## config.mk

```make
export PLATFORM = sky130hd
export DESIGN_NAME = bb3_ctrl
export DESIGN_NICKNAME = d
export VERILOG_FILES = /design/src/hdl/bb3_pkg.sv /design/src/hdl/bb3_ctrl.sv
export SDC_FILE = /design/constraint.sdc
export NUM_CORES = 1
export LEC_CHECK = 0
export BUFFER_PORTS_ARGS = -buffer_cell sky130_fd_sc_hd__clkbuf_2
export CORE_MARGIN = 10
export CORE_UTILIZATION = 40
export CTS_BUF_LIST = sky130_fd_sc_hd__clkbuf_16
export DETAILED_ROUTE_END_ITERATION = 8
export HOLD_SLACK_MARGIN = 0.06
export RECOVER_POWER = 25
export SETUP_SLACK_MARGIN = 0.4
export SLEW_MARGIN = 10
export SYNTH_ARGS = -nofsm -noshare
export SYNTH_HDL_FRONTEND = slang
export SYNTH_SLANG_ARGS = --single-unit
export TNS_END_PERCENT = 30
```

## constraint.sdc

```tcl
create_clock -name clk -period 4.25 [get_ports clk]
set_input_delay 0.2125 -clock clk [delete_from_list [all_inputs] [get_ports clk]]
set_output_delay 0.2125 -clock clk [all_outputs]
set_load 0.005 [all_outputs]
```

## src/hdl/bb3_pkg.sv

```systemverilog
// ----------------------------------------------------------------------------
// bb3_pkg
// Types, constants and the reciprocal table shared by the 3x3 box blur.
// ----------------------------------------------------------------------------
package bb3_pkg;

	localparam int PIX_W      = 8;
	localparam int CFG_W      = 12;
	localparam int CFG_IDX_W  = 4;
	localparam int ROW_W      = 12;
	localparam int ROW_IN_W   = 13;
	localparam int WIDTH_RST  = 640;
	localparam int HEIGHT_RST = 480;
	localparam int SUM_W      = 12;
	localparam int CNT_W      = 4;
	localparam int RECIP_W    = 17;
	localparam int RECIP_SH   = 16;
	localparam int PROD_W     = SUM_W + RECIP_W;

	localparam logic [CFG_IDX_W-1:0] REG_FRAME_WIDTH  = CFG_IDX_W'(0);
	localparam logic [CFG_IDX_W-1:0] REG_FRAME_HEIGHT = CFG_IDX_W'(1);

	typedef struct packed {
		logic [PIX_W-1:0] blue;
		logic [PIX_W-1:0] green;
		logic [PIX_W-1:0] red;
	} rgb_t;

	// one window column: top is the row above the output pixel
	typedef struct packed {
		rgb_t top;
		rgb_t mid;
		rgb_t bot;
	} col_t;

	typedef struct packed {
		logic emit;
		logic frame_end;
		logic top;
		logic bottom;
		logic left;
		logic right;
	} tag_t;

	typedef struct packed {
		logic [PIX_W-1:0] red;
		logic [PIX_W-1:0] green;
		logic [PIX_W-1:0] blue;
		logic             frame_end;
	} result_t;

	// ceil(2^16 / n); exact for every sum up to 9 * 255
	function automatic logic [RECIP_W-1:0] recip(input logic [CNT_W-1:0] cnt);
		logic [RECIP_W-1:0] m;
		case (cnt)
			4'd1:    m = 17'd65536;
			4'd2:    m = 17'd32768;
			4'd3:    m = 17'd21846;
			4'd4:    m = 17'd16384;
			4'd6:    m = 17'd10923;
			4'd9:    m = 17'd7282;
			default: m = 17'd65536;
		endcase
		return m;
	endfunction

endpackage

```

## src/hdl/bb3_ctrl.sv

```systemverilog
// ----------------------------------------------------------------------------
// bb3_ctrl
// Frame registers and position bookkeeping for each accepted word.
// ----------------------------------------------------------------------------
module bb3_ctrl #(
	parameter int MAX_WIDTH = 2048
) (
	input  logic                           clk,
	input  logic                           arst_n,
	input  logic                           cfg_we,
	input  logic [bb3_pkg::CFG_IDX_W-1:0] cfg_index,
	input  logic [bb3_pkg::CFG_W-1:0]     cfg_data,
	input  logic                           fire,
	input  logic                           drain,
	output logic                           eff,
	output logic [((MAX_WIDTH > 1) ? $clog2(MAX_WIDTH) : 1)-1:0] col,
	output bb3_pkg::tag_t                  tag
);
	import bb3_pkg::*;

	localparam int ADDR_W = (MAX_WIDTH > 1) ? $clog2(MAX_WIDTH) : 1;
	localparam int W_RST  = (WIDTH_RST > MAX_WIDTH) ? MAX_WIDTH : WIDTH_RST;

	logic [ADDR_W-1:0]   w_last_q;
	logic [ROW_W-1:0]    h_last_q;
	logic [ADDR_W-1:0]   col_in_q;
	logic [ROW_IN_W-1:0] row_in_q;
	logic [ADDR_W-1:0]   col_o_q;
	logic [ROW_W-1:0]    row_o_q;
	logic                emit_q;
	logic [ADDR_W-1:0]   w_cfg_last;
	logic [ROW_W-1:0]    h_cfg_last;
	logic                pixel_phase;
	logic                cfg_hit;

	always_comb begin
		if (cfg_data == '0) begin
			w_cfg_last = '0;
		end else if (int'(cfg_data) > MAX_WIDTH) begin
			w_cfg_last = ADDR_W'(MAX_WIDTH - 1);
		end else begin
			w_cfg_last = ADDR_W'(cfg_data - 1'b1);
		end
		h_cfg_last = (cfg_data == '0) ? '0 : ROW_W'(cfg_data - 1'b1);
	end

	assign cfg_hit = cfg_we && (cfg_index == REG_FRAME_WIDTH || cfg_index == REG_FRAME_HEIGHT);

	// drain words that arrive before the last pixel are dropped
	assign pixel_phase = row_in_q <= {1'b0, h_last_q};
	assign eff         = fire && !(drain && pixel_phase);
	assign col         = col_in_q;

	always_comb begin
		tag.emit      = emit_q;
		tag.top       = row_o_q != '0;
		tag.bottom    = row_o_q != h_last_q;
		tag.left      = col_o_q != '0;
		tag.right     = col_o_q != w_last_q;
		tag.frame_end = emit_q && (row_o_q == h_last_q) && (col_o_q == w_last_q);
	end

	always_ff @(posedge clk or negedge arst_n) begin
		if (!arst_n) begin
			w_last_q <= ADDR_W'(W_RST - 1);
			h_last_q <= ROW_W'(HEIGHT_RST - 1);
			col_in_q <= '0;
			row_in_q <= '0;
			col_o_q  <= '0;
			row_o_q  <= '0;
			emit_q   <= 1'b0;
		end else if (cfg_hit) begin
			if (cfg_index == REG_FRAME_WIDTH) begin
				w_last_q <= w_cfg_last;
			end else begin
				h_last_q <= h_cfg_last;
			end
			col_in_q <= '0;
			row_in_q <= '0;
			col_o_q  <= '0;
			row_o_q  <= '0;
			emit_q   <= 1'b0;
		end else if (eff) begin
			if (tag.frame_end) begin
				col_in_q <= '0;
				row_in_q <= '0;
				col_o_q  <= '0;
				row_o_q  <= '0;
				emit_q   <= 1'b0;
			end else begin
				if (col_in_q == w_last_q) begin
					col_in_q <= '0;
					row_in_q <= row_in_q + 1'b1;
				end else begin
					col_in_q <= col_in_q + 1'b1;
				end
				// results start one row and one pixel behind the input
				if (row_in_q == ROW_IN_W'(1) && col_in_q == '0) begin
					emit_q <= 1'b1;
				end
				if (emit_q) begin
					if (!tag.right) begin
						col_o_q <= '0;
						row_o_q <= row_o_q + 1'b1;
					end else begin
						col_o_q <= col_o_q + 1'b1;
					end
				end
			end
		end
	end

endmodule

```

# After elaboration in Yosys (flattened, before gate mapping)
# Index checks and enable logic that the tools add are counted.
totals:
  regBits: 71
  in_bits: 21
  output_inout_bits: 18
  word_cells: 71
classes:
  addsub: 5
  magnitude_cmp: 2
  eq_ne: 8
  n_mux: 25
  n_bitwise: 1
  reduce_logical: 23
ops:
  columns: ["op", "count"]
  rows:
  - ["two-way mux 11 bit", 11]
  - ["two-way mux 12 bit", 6]
  - ["two-way mux 13 bit", 4]
  - ["adder 11 x 1 -> 11 bit (second input constant)", 2]
  - ["equality test 11 bit", 2]
  - ["adder 13 x 1 -> 13 bit (second input constant)", 1]
  - ["equality test 13 x 1 -> 1 bit (second input constant)", 1]
  - ["less-or-equal comparator 13 x 12 -> 1 bit", 1]
  - ["adder 12 x 1 -> 12 bit (second input constant)", 1]
  - ["equality test 12 bit", 1]
  - ["greater-than comparator 12 bit (second input constant)", 1]
  - ["zero test 12 bit", 1]
  - ["!= test 12 bit", 1]
  - ["nonzero test 12 bit", 1]
  - ["subtractor 12 x 1 -> 12 bit (second input constant)", 1]
  - ["zero test 11 bit", 1]
  - ["!= test 11 bit", 1]
  - ["nonzero test 11 bit", 1]
  - ["AND reduction 2 bit", 5]
  - ["nonzero test 3 bit", 3]
  - ["logical AND 1 bit", 6]
  - ["equality test 4 x 1 -> 1 bit (second input constant)", 1]
  - ["zero test 4 bit", 1]
  - ["two-way mux 1 bit", 4]
  - ["other kinds (6)", 6]

# Logic depth before layout (Yosys ltp)
# Gate-level depths: netlist of run 1.
depth:
  ltp_word: 6
  mapped_depth: 10

# Worst setup path after synthesis of run 1
# OpenSTA, ideal clock, no wires.
synth_timing:
  kind: "register to register"
  start: "register h_last_q[6]"
  end: "register col_o_q[1]"
  arrival_time_ns: 2.358
  required_time_ns: 4.128
  slack_ns: 1.770
  path_stages_with_launch: 11
  synth_period_minus_slack_ns: 2.480
  path_cell_list: "dfstp_2 -> inv_1 -> ha_1 -> nand4_1 -> o221ai_1 -> nor2b_1 -> o31ai_1 -> clkbuf_1 -> nor3_1 -> buf_2 -> a32o_1"
synth_between:
  elab_chain_cells: 6
synth_lines:
  columns: ["element", "line_no", "rtl"]
  rows:
  - ["start, declared", "bb3_ctrl.sv:25", "logic [ROW_W-1:0] h_last_q;"]
  - ["start signal, assigned", "bb3_ctrl.sv:66", "h_last_q <= ROW_W'(HEIGHT_RST - 1);"]
  - ["start signal, assigned", "bb3_ctrl.sv:76", "h_last_q <= h_cfg_last;"]
  - ["less-or-equal comparator 13 x 12 -> 1 bit or equality test 12 bit (tied branches)", "bb3_ctrl.sv:50, bb3_ctrl.sv:60", null]
  - ["logical AND 1 bit, on equally long branches", "bb3_ctrl.sv:51, bb3_ctrl.sv:60", null]
  - ["zero test 1 bit or logical AND 1 bit (tied branches)", "bb3_ctrl.sv:51, bb3_ctrl.sv:60", null]
  - ["logical AND 1 bit or two-way mux 11 bit (tied branches)", "bb3_ctrl.sv:51, bb3_ctrl.sv:84", null]
  - ["nonzero test 2 bit (no source line) or two-way mux 11 bit (tied branches)", null, null]
  - ["AND reduction 2 bit (no source line) or two-way mux 11 bit (tied branches)", null, null]
  - ["end signal, assigned", "bb3_ctrl.sv:106", "col_o_q <= col_o_q + 1'b1;"]
  - ["end, declared", "bb3_ctrl.sv:28", "logic [ADDR_W-1:0] col_o_q;"]
# Several ways; a longest one is shown, not always the timed one. The select of a mux whose other input is x is not followed.
# A chain may end at the register's enable or synchronous reset.

# Worst setup path in the final report of run 1
layout_timing:
  start: "register h_last_q[6]"
  end: "output port eff"
layout_between:
  elab_chain_cells: 4
layout_lines:
  columns: ["element", "line_no", "rtl"]
  rows:
  - ["less-or-equal comparator 13 x 12 -> 1 bit", "bb3_ctrl.sv:50", "assign pixel_phase = row_in_q <= {1'b0, h_last_q};"]
  - ["logical AND 1 bit", "bb3_ctrl.sv:51", "assign eff = fire && !(drain && pixel_phase);"]
  - ["zero test 1 bit", "bb3_ctrl.sv:51", null]
  - ["logical AND 1 bit", "bb3_ctrl.sv:51", null]
  - ["end, declared", "bb3_ctrl.sv:15", "output logic eff,"]
# No other way between the ends.

==> results of run 1 <==
worst max path at each step:
stage / endpoint / slack (ns) / cells after the start / from
floorplan: col_o_q[1] / 1.77 / 10 / h_last_q[6]
global placement: row_in_q[12] / 1.41 / 9 / h_last_q[6]
detailed placement: row_in_q[10] / 1.23 / 9 / h_last_q[6]
CTS: eff / 1.13 / 8 / h_last_q[6]
global route: eff / 0.94 / 8 / h_last_q[6]
finish: eff / 1.14 / 8 / h_last_q[6]
synth_stat cells (10+ instances only):
library cell,number,area share (%)
nor2b_1,10,1.3
and3_1,14,1.8
xor2_1,26,4.6
nand2_1,47,3.6
xnor2_1,17,3.0
nor4_1,13,1.6
ha_1,21,5.3
nor3_1,20,2.0
a21oi_1,13,1.3
nor2_1,26,2.0
dfrtp_1,55,28
clkbuf_1,20,1.5
nand3_1,33,3.3
nand4_1,15,1.9
o21ai_0,23,2.3
inv_1,33,2.5
dfstp_2,16,8.5
through the flow:
stage	cell area, µm²	total power [mW]	setup slack (ns)	utilization (%)
2_1_floorplan	4940	1.36	1.77	-
3_3_place_gp	5270	1.56	1.41	43.7
3_5_place_dp	5270	1.58	1.23	43.7
4_1_cts	5590	2.38	1.13	46.3
5_1_grt	5580	2.51	0.938	46.2
6_report	5580	2.36	1.14	46.2
kinds of logic after synthesis:
family                     synth area share [%]
xor gates and xnor gates                   7.63
adders and majority gates                  5.52
muxes                                     0.836
buffers and inverters                      5.68
AOI/OAI and AO/OA                          20.4
DFF                                        36.4
and+or+nand+nor                            23.6
sequential cells by signal (all words and copies together), names as in the netlist:
name	cells
emit_q	1
col	11
row_in_q	13
h_last_q	12
row_o_q	12
w_last_q	11
col_o_q	11
power groups by stage:
stage | clock [mW] | combinational [mW] | sequential, mW
global route | 0.838 | 0.623 | 1.05
floorplan | 0 | 0.418 | 0.942
global placement | 0 | 0.535 | 1.03
finish | 0.797 | 0.539 | 1.02
detailed placement | 0 | 0.549 | 1.03
CTS | 0.804 | 0.553 | 1.02
worst max-delay path, delay by kind of cell (launching register included):
| family | cells | cell delay [ns] |
|---|---|---|
| and+or+nand+nor | 2 | 0.34 |
| adders and majority gates | 1 | 0.31 |
| DFF | 1 | 0.54 |
| buffers and inverters | 3 | 0.57 |
| AOI/OAI and AO/OA | 2 | 0.77 |
cell type report:
| class | count | area (µm²) |
|---|---|---|
| multi-input cells | 423 | 2880 |
| clock buffers | 9 | 225 |
| well taps | 168 | 210 |
| inverters | 36 | 138 |
| flip-flops and latches | 71 | 1800 |
| fillers | 1184 | 6480 |
| clock inverters | 7 | 81.3 |
| repair buffers | 46 | 243 |
per-layer routing:
metal	wire length [µm]	global-route usage, %
met5	0	0
met4	269	5.94
met3	642	3.35
met2	6170	24.4
met1	6440	21.2
repair_timing:
item | CTS | global route
hold buffers | 1 | 0
setup buffers | 0 | 0
endpoints found under the hold margin | 37 | 0
==> metrics, run 1 <==
status=finished with violations; failing checks=capacitance limit, slew limit; critical path endpoint category=primary output; initial antenna violation count=0; Setup-failing EPs final=0; Synth Register Bits=71; Distinct cells, synth=71; Slew @ Worst Pin=2.16 ns; share of layout cells above drive strength 1=14.0%; Hold WS=0.116 ns; post-detailed-route wirelength per cell=17.8 µm; Total Routing Usage GR=15.8%; FP Rows=40; max_cap viols=1; commonest cells after routing, fill and taps aside=dfrtp_1 (55), nand2_1 (47), inv_1 (36); Root Buffer=clkbuf_16; Slew headroom=-44.0%; DRC violations left=0; Seq/Total Area, Yosys=36.4%; IO Count=39; WP data required=4.04 ns; worst-path cell with the longest stage delay=o31ai_4; fin crit period=3.11 ns; Port Buffers=38; FF-to-FF End=row_in_q[10]; starting density of the core=40.9%; CTS Buf Count=9; via count=4,328; n_diodes=0; setup TNS=0 ns; vias in the first global route=4,291; Die Footprint=17,200 µm²; Sink Count=71; Setup CP Type=flop to primary output; Worst-path clk slew=0.05 ns; TritonRoute pass-1 iters=5; DRT antenna net count=0; crit-path cells=inv_1, ha_1, nand4_1, o221ai_1, nor2b_1, o31ai_4, inv_2, clkbuf_2; Final #Nets=629; clock buffer depth=2; final clock skew=0.00732 ns; Final Routed Wirelength=13,500 µm; Clock Power Share=33.8%; Hold Crit Endpoint=h_last_q[0]; Psw=0.777 mW; global placement routability congestion=0.881; EDFF count, synth=0; CP max stage delay=0.60 ns; CP max FO=18; first-pass GRT wire length=22,500 µm; core area=12,100 µm²; RSZ-0062 raised after global routing=no; crit start category=flop; mean area per synthesized cell=8.79 µm²; Die X=131 µm; Power Dens Cells=423 nW/µm²; r2r setup slk=1.23 ns; Clk Latency, worst-skew pair=0.35 ns; H-tree levels=3; synthesized area=4940 µm²; YS warnings=0; Die Y=131 µm; Slew Viols, Final=39; final hold viol count=0; initial drt markers=368; Via density=5.69; Flop pwr share=43.4%; hold crit path type=input pin to flop; FF-to-FF Start=h_last_q[6]; Mapped Cells=562; Peak VDD IR=0.000187 V; worst hold start=cfg_data[0]; post-CTS resize count=0; Net Sw Frac=32.9%; combinational power share=22.8%; cell count of the worst reg-to-reg path=9; # placed instances=743; critical path arrival=2.90 ns; fmax=0.322 GHz; most common cell after layout, fill and taps aside=dfrtp_1; placed wire-length estimate=10,100 µm; total gr overflow=0; fin crit share=73.1%; final non-filler cell total=760; Leakage=2.31 nW; Async SR Flop Fraction=100%; largest net degree at the start of global routing=45; Mapped Nets=604; dominant synthesized flop cell=dfrtp_1; hold depth=2; area grow syn2layout=12.9%; P_int=1.58 mW; TritonCTS clock tree=built
Note: power is estimated with default switching activity, not from simulation.
==> inputs of run 2 (changes only) <==
Settings changed: ABC_AREA from default to 1.
Clock period 4.25 ns to 2.9 ns, I/O delays scaled along.
==> run 2 against run 1 <==
The flow still finishes with violations (capacitance limit, slew limit). First-iteration DRC count decreased by 20%. Final area increased by 4.4%. Sequential power increased by 58%. Non-clock buffer count increased by 1. Sequential share of layout area decreased by 1.3 points. Routed wire length increased by 2.0%. Highest routed layer unchanged.
==> metrics, run 2 <==
final clock skew=0.00532 ns (was 0.00732 ns); dpl ws=0.418 ns (was 1.23 ns); fin crit period=2.30 ns; vias in the first global route=4,598 (was 4,291); Slew Viols, Final=33 (was 39); TritonCTS clock tree=built (unchanged); Placement Cell Area=5480 µm² (was 5270 µm²); DRC violations left=0 (unchanged); starting density of the core=41.0% (was 40.9%); Final Routed Wirelength=13,800 µm (was 13,500 µm); Via density=4.97 (was 5.69); Final Util=45.9% (was 46.2%); FF-to-FF Start=h_last_q[8] (was h_last_q[6]); Worst-path clk slew=0.06 ns (was 0.05 ns); Seq/Total Area, Yosys=34.6% (was 36.4%); Distinct cells, synth=35 (was 71); max_cap viols=1 (unchanged); Root Buffer=clkbuf_16 (unchanged); DRT antenna net count=0 (unchanged); initial drt markers=295 (was 368); fin crit share=79.3%; Setup CP Type=flop to flop (was flop to primary output); # placed instances=928 (was 743); YS warnings=0 (unchanged); leading area contributor after synthesis=dfrtp_1 (unchanged); IO Count=39 (unchanged); cell count of the worst reg-to-reg path=15 (was 9); Mapped Cells=742 (was 562); Die Footprint=18,000 µm² (was 17,200 µm²); core area=12,700 µm² (was 12,100 µm²); setup TNS=0 ns (unchanged); final non-filler cell total=946 (was 760); H-tree levels=3 (unchanged); Die Y=134 µm (was 131 µm); top post-synthesis cells by area=dfrtp_1 (26%), nand2_1 (16%), dfstp_2 (8.1%) (was dfrtp_1 (28%), dfstp_2 (8.5%), ha_1 (5.3%)); Slew headroom=-26.7% (was -44.0%); fill count=1,271 (was 1,184); mean area per synthesized cell=7.01 µm² (was 8.79 µm²); Final #Nets=811 (was 629); final hold viol count=0 (unchanged); clock buffer depth=2 (unchanged); cell area after layout=5820 µm² (was 5580 µm²); Setup-failing EPs final=0 (unchanged); critical path endpoint category=flop (was primary output); failing checks=capacitance limit, slew limit (unchanged); Clk Latency, worst-skew pair=0.35 ns (about the same); crit path from=h_last_q[8] (was h_last_q[6]); fmax=0.435 GHz; dominant synthesized flop cell=dfrtp_1 (unchanged); crit start category=flop (unchanged); via count=4,705 (was 4,328); TritonRoute pass-1 iters=4 (was 5); CTS Buf Count=9 (unchanged); global placement routability congestion=0.925 (was 0.881); commonest cells after routing, fill and taps aside=nand2_1 (218), inv_1 (83), nor2_1 (81) (was dfrtp_1 (55), nand2_1 (47), inv_1 (36)); n_diodes=0 (unchanged); r2r setup slk=0.60 ns (was 1.23 ns); max FFs per register=13 (unchanged); initial antenna violation count=0 (unchanged); Mapped Nets=784 (was 604); share of layout cells above drive strength 1=12.5% (was 14.0%); WP data required=3.19 ns (was 4.04 ns); placed wire-length estimate=10,500 µm (was 10,100 µm); post-detailed-route wirelength per cell=14.6 µm (was 17.8 µm); final worst slack=0.602 ns (was 1.14 ns); first-pass GRT wire length=23,300 µm (was 22,500 µm); most common cell in the netlist=nand2_1 (was dfrtp_1); largest net degree at the start of global routing=40 (was 45); total gr overflow=0 (unchanged); area grow syn2layout=11.9% (was 12.9%); most common cell after layout, fill and taps aside=nand2_1 (was dfrtp_1); FP Rows=41 (was 40); Slew @ Worst Pin=1.90 ns (was 2.16 ns); Async SR Flop Fraction=100% (unchanged); Synth Register Bits=71 (unchanged); Sink Count=71 (unchanged); RSZ-0062 raised after global routing=yes (was no); Port Buffers=38 (unchanged); EDFF count, synth=0 (unchanged); CP max FO=20 (was 18); Power Dens Cells=700 nW/µm² (was 423 nW/µm²); Largest Register=row_in_q (unchanged); Synth top cells by count=nand2_1 (219), inv_1 (83), nor2_1 (81) (was dfrtp_1 (55), nand2_1 (47), inv_1 (33), nand3_1 (33)); Peak VDD IR=0.000349 V (was 0.000187 V); hold depth=3 (was 2); status=finished with violations (unchanged); hold crit path type=input pin to flop (unchanged); Hold Crit Endpoint=w_last_q[10] (was h_last_q[0]); worst hold start=cfg_data[11] (was cfg_data[0]); Total Routing Usage GR=16.0% (was 15.8%); FF-to-FF End=row_o_q[2] (was row_in_q[10]); Synth top area share=26.5% (was 27.9%); synthesized area=5200 µm² (was 4940 µm²); Die X=134 µm (was 131 µm); Regs by FF count=row_in_q (13), h_last_q (12), row_o_q (12) (unchanged); critical path arrival=2.59 ns (was 2.90 ns); Leakage=2.96 nW (was 2.31 nW)
[run 2: cell types whose count changed in the layout (fill, tap and decap cells not counted), sizes merged, moves of 9 or more]
cell | previous run | this run
nand2 | 47 | 225
nor2 | 27 | 84
inv | 39 | 91
nand3 | 33 | 79
xor2 | 26 | 41
o21ai | 29 | 16
and3 | 14 | 2
a32oi | 10 | 0
nor2b | 10 | 0
a211oi | 9 | 0
a21oi | 13 | 4
a32o | 9 | 0
[run 2: logic make-up (layout without fill, tap and decap cells)]
| logic type | count (synthesis) | count (layout) | share of synthesized area [%] |
|---|---|---|---|
| compound gates | 37 | 37 | 4.11 |
| buf+inv | 121 | 153 | 10.3 |
| simple gates | 434 | 434 | 36.3 |
| xor+xnor | 58 | 58 | 9.77 |
| flops | 71 | 71 | 34.6 |
| fa+ha+maj | 21 | 21 | 5.05 |
[run 2: area by class of cell]
cell class	instances	area, µm²	area share, %
Multi-Input combinational cell	550	2880	49.4
Clock buffer	9	225	3.87
Timing Repair Buffer	47	272	4.66
Clock inverter	7	96.3	1.66
Sequential cell	71	1800	30.9
Inverter	90	338	5.80
Tap cell	172	215	3.70
[run 2: worst max path at each step]
stage / end / slack [ns] / cells after the start
after floorplan: col_o_q[6] / 0.90 / 15
after global placement: col_o_q[1] / 0.45 / 15
after detailed placement: col_o_q[1] / 0.42 / 15
after CTS: col_o_q[1] / 0.41 / 15
after global routing: row_o_q[11] / 0.36 / 15
final: row_o_q[2] / 0.60 / 15
[run 2: worst max-delay path, stage by stage (launching register included)]
cell and delay, ns:
dfstp_2 0.53, inv_1 0.05, ha_1 0.29, nand2_1 0.05, inv_1 0.06, nand3_1 0.06
nor2_1 0.13, nand2_1 0.07, nand2_1 0.06, nand2_1 0.05, nand2_1 0.05, nand2_1 0.09
nand2_4 0.23, buf_4 0.31, nand3_1 0.12, nand2_1 0.07
[run 2: stage by stage]
step,hold WS [ns],power [mW]
6_report,0.124,4.08
3_3_place_gp,0.271,2.84
4_1_cts,0.104,4.11
3_5_place_dp,0.271,2.88
2_1_floorplan,-0.151,2.51
5_1_grt,0.152,4.39
[run 2: repair_timing]
item,4_1_cts,5_1_grt
setup buffers,0,0
resized for setup,0,2
hold endpoints to repair,33,0
hold buffers,2,0
endpoints found under the setup margin,0,48
[run 2: report_power, final]
group / switching (mW) / internal (mW) / leakage (nW)
clock network: 0.462 / 0.754 / 0.148
logic: 0.723 / 0.530 / 1.92
registers: 0.360 / 1.25 / 0.896
total: 1.54 / 2.53 / 2.96
[run 2: routing by layer]
metal | track usage [%] | vias to the layer above | routed length (µm)
met3 | 4.74 | 15 | 915
met5 | 0 | - | 0
met1 | 21.4 | 2166 | 6590
li1 | - | 2400 | -
met2 | 24.2 | 124 | 6120
met4 | 4.90 | 0 | 162
==> inputs of run 3 (changes only) <==
Clock period 2.9 ns to 2.1 ns, I/O delays scaled along.
==> run 3 against run 2 <==
The flow finishes with violations (setup timing). Clock-buffer cell count did not move. Register-to-register slack got worse by 0.57 ns. Worst hold slack got worse by 0.029 ns. Core utilization rose by 5.1 points. Clock power rose by 12%. Critical path depth fell by 2. Global-route usage rose by 0.94 points. Largest power group is now combinational cells. Highest routed layer unchanged.
==> metrics, run 3 (synthesis results as in run 2) <==
status=finished with violations (unchanged); failing checks=setup timing (was capacitance limit, slew limit); total gr overflow=0 (unchanged); starting density of the core=41.0% (unchanged); FF-to-FF Start=h_last_q[3] (was h_last_q[8]); FP Rows=41 (unchanged); Slew @ Worst Pin=1.03 ns (was 1.90 ns); largest net degree at the start of global routing=72 (was 40); CP bufs+invs=4 (was 3); commonest cells after routing, fill and taps aside=nand2_1 (211), nor2_1 (80), inv_1 (70) (was nand2_1 (218), inv_1 (83), nor2_1 (81)); Net Sw Frac=39.2% (was 37.9%); Regs by FF count=row_in_q (13), h_last_q (12), row_o_q (12) (unchanged); TritonRoute pass-1 iters=5 (was 4); TritonCTS clock tree=built (unchanged); initial antenna violation count=0 (unchanged); Setup CP Type=flop to primary output (was flop to flop); fin crit share=100%; core area=12,700 µm² (unchanged); n_diodes=0 (unchanged); Largest Register=row_in_q (unchanged); Power Dens Cells=900 nW/µm² (was 700 nW/µm²); crit-path cells=inv_2, ha_1, nand2_2, inv_2, nand3b_1, nand3_1, nand2_1, nand2_1, nand2_1, nand2_2, nand2_4, inv_2, clkbuf_2 (was inv_1, ha_1, nand2_1, inv_1, nand3_1, nor2_1, nand2_1, nand2_1, nand2_1, nand2_1, nand2_1, nand2_4, buf_4, nand3_1, nand2_1); CP endpoint=eff (was row_o_q[2]); final hold viol count=0 (unchanged); P_int=3.54 mW (was 2.53 mW); Total Routing Usage GR=16.9% (was 16.0%); Port Buffers=38 (unchanged); crit path from=h_last_q[3] (was h_last_q[8]); max FFs per register=13 (unchanged); CP max FO=3 (was 20); FF-to-FF End=row_o_q[6] (was row_o_q[2]); max_cap viols=0 (was 1); WP data required=2.00 ns (was 3.19 ns); critical path endpoint category=primary output (was flop); Root Buffer=clkbuf_16 (unchanged); crit start category=flop (unchanged); H-tree levels=3 (unchanged); fill count=1,206 (was 1,271); final worst slack=-0.00571 ns (was 0.602 ns); combinational power share=39.5% (was 30.7%); clock buffer depth=2 (unchanged); Die X=134 µm (unchanged); final clock skew=0.00568 ns (was 0.00532 ns); fmax=0.475 GHz; Peak VDD IR=0.000506 V (was 0.000349 V); Final #Nets=855 (was 811); cell count of the worst reg-to-reg path=15 (unchanged); global placement routability congestion=0.924 (was 0.925); share of layout cells above drive strength 1=24.0% (was 12.5%); r2r setup slk=0.03 ns (was 0.60 ns); first-pass GRT wire length=24,600 µm (was 23,300 µm); Final Routed Wirelength=14,500 µm (was 13,800 µm); Leakage=3.21 nW (was 2.96 nW); post-detailed-route wirelength per cell=14.6 µm (about the same); fin crit period=2.11 ns; Clock Power Share=23.6% (was 29.8%); Psw=2.28 mW (was 1.54 mW); vias in the first global route=4,942 (was 4,598); initial drt markers=330 (was 295); Setup-failing EPs final=1 (was 0); CP max stage delay=0.54 ns (was 0.53 ns); critical path arrival=2.00 ns (was 2.59 ns); IO Count=39 (unchanged); RSZ-0062 raised after global routing=yes (unchanged); Clk Latency, worst-skew pair=0.35 ns (about the same); most common cell after layout, fill and taps aside=nand2_1 (unchanged); Sink Count=71 (unchanged); Worst-path clk slew=0.06 ns (about the same); dpl ws=-0.0794 ns (was 0.418 ns); Via density=4.98 (was 4.97); Top delay family on crit path=simple AND/OR/NAND/NOR gates (unchanged); cell area after layout=6470 µm² (was 5820 µm²); worst-path cell with the longest stage delay=dfstp_2 (unchanged); Slew headroom=31.5% (was -26.7%); Slew Viols, Final=0 (was 33); Worst path depth=13 (was 15); via count=4,934 (was 4,705); hold crit path type=input pin to flop (unchanged); area grow syn2layout=24.4% (was 11.9%); Flop pwr share=36.9% (was 39.4%); placed wire-length estimate=10,600 µm (was 10,500 µm); CTS Buf Count=9 (unchanged); DRC violations left=0 (unchanged); DRT antenna net count=0 (unchanged); Die Footprint=18,000 µm² (unchanged); Placement Cell Area=5850 µm² (was 5480 µm²); Die Y=134 µm (unchanged)
==> run 3: cell type report <==
cell class | count | area [µm²] | share of cell area, %
Timing Repair inverter | 1 | 7.51 | 0.116
Multi-Input combinational cell | 551 | 3170 | 49.0
Inverter | 90 | 347 | 5.36
Clock buffer | 9 | 225 | 3.48
Timing Repair Buffer | 89 | 676 | 10.4
Sequential cell | 71 | 1800 | 27.8
Clock inverter | 7 | 31.3 | 0.484
Tap cell | 172 | 215 | 3.33
==> run 3: layer usage <==
metal  track usage, %  routed length, µm  part of all wire (%)
met5                0                  0                     0
met1             22.3               7010                    48
met3             4.22                735                   5.1
met2             26.3               6450                    45
met4             6.11                285                   2.0
==> run 3: through the flow <==
step                      util [%]  cells  TNS (ns)  power [mW]  hold slack (ns)
after floorplan                  -    742         0        3.51           -0.191
after global placement        46.2    966    -0.232        4.15            0.165
after detailed placement      46.2    966     -1.52        4.21            0.176
after CTS                     50.4    990   -0.0308        5.77           0.0841
after global routing          51.1    990     -5.20        6.31            0.125
final                         51.1    990  -0.00571        5.82           0.0949
==> run 3: worst min-delay path by stage <==
stage	to	slack, ns	cells after the start	start
after CTS	w_last_q[10]	0.08	3	cfg_data[11]
after floorplan	col[0]	-0.19	0	arst_n
final	w_last_q[10]	0.09	3	cfg_data[11]
after global placement	row_in_q[3]	0.17	2	arst_n
after detailed placement	row_in_q[2]	0.18	2	arst_n
after global routing	h_last_q[11]	0.13	3	cfg_data[11]
==> run 3: tightest hold or removal path: cells and delay by family <==
kind | cells | cell delay, ns
buffers and inverters | 1 | 0.13
AOI/OAI and AO/OA | 1 | 0.09
and+or+nand+nor | 1 | 0.06
==> run 3: power by group through the flow <==
stage	sequential [mW]	clock, mW	combinational (mW)
5_1_grt	2.21	1.47	2.63
3_3_place_gp	2.13	0	2.02
6_report	2.15	1.37	2.30
2_1_floorplan	2.01	0	1.50
3_5_place_dp	2.14	0	2.08
4_1_cts	2.13	1.41	2.23
==> run 3: what timing repair did <==
action | in CTS | in global routing
gates cloned | 2 | 0
hold endpoints to repair | 56 | 0
pin swaps | 49 | 17
resized for setup | 44 | 26
hold buffers | 2 | 0
setup buffers | 4 | 0
setup endpoints to repair | 52 | 57
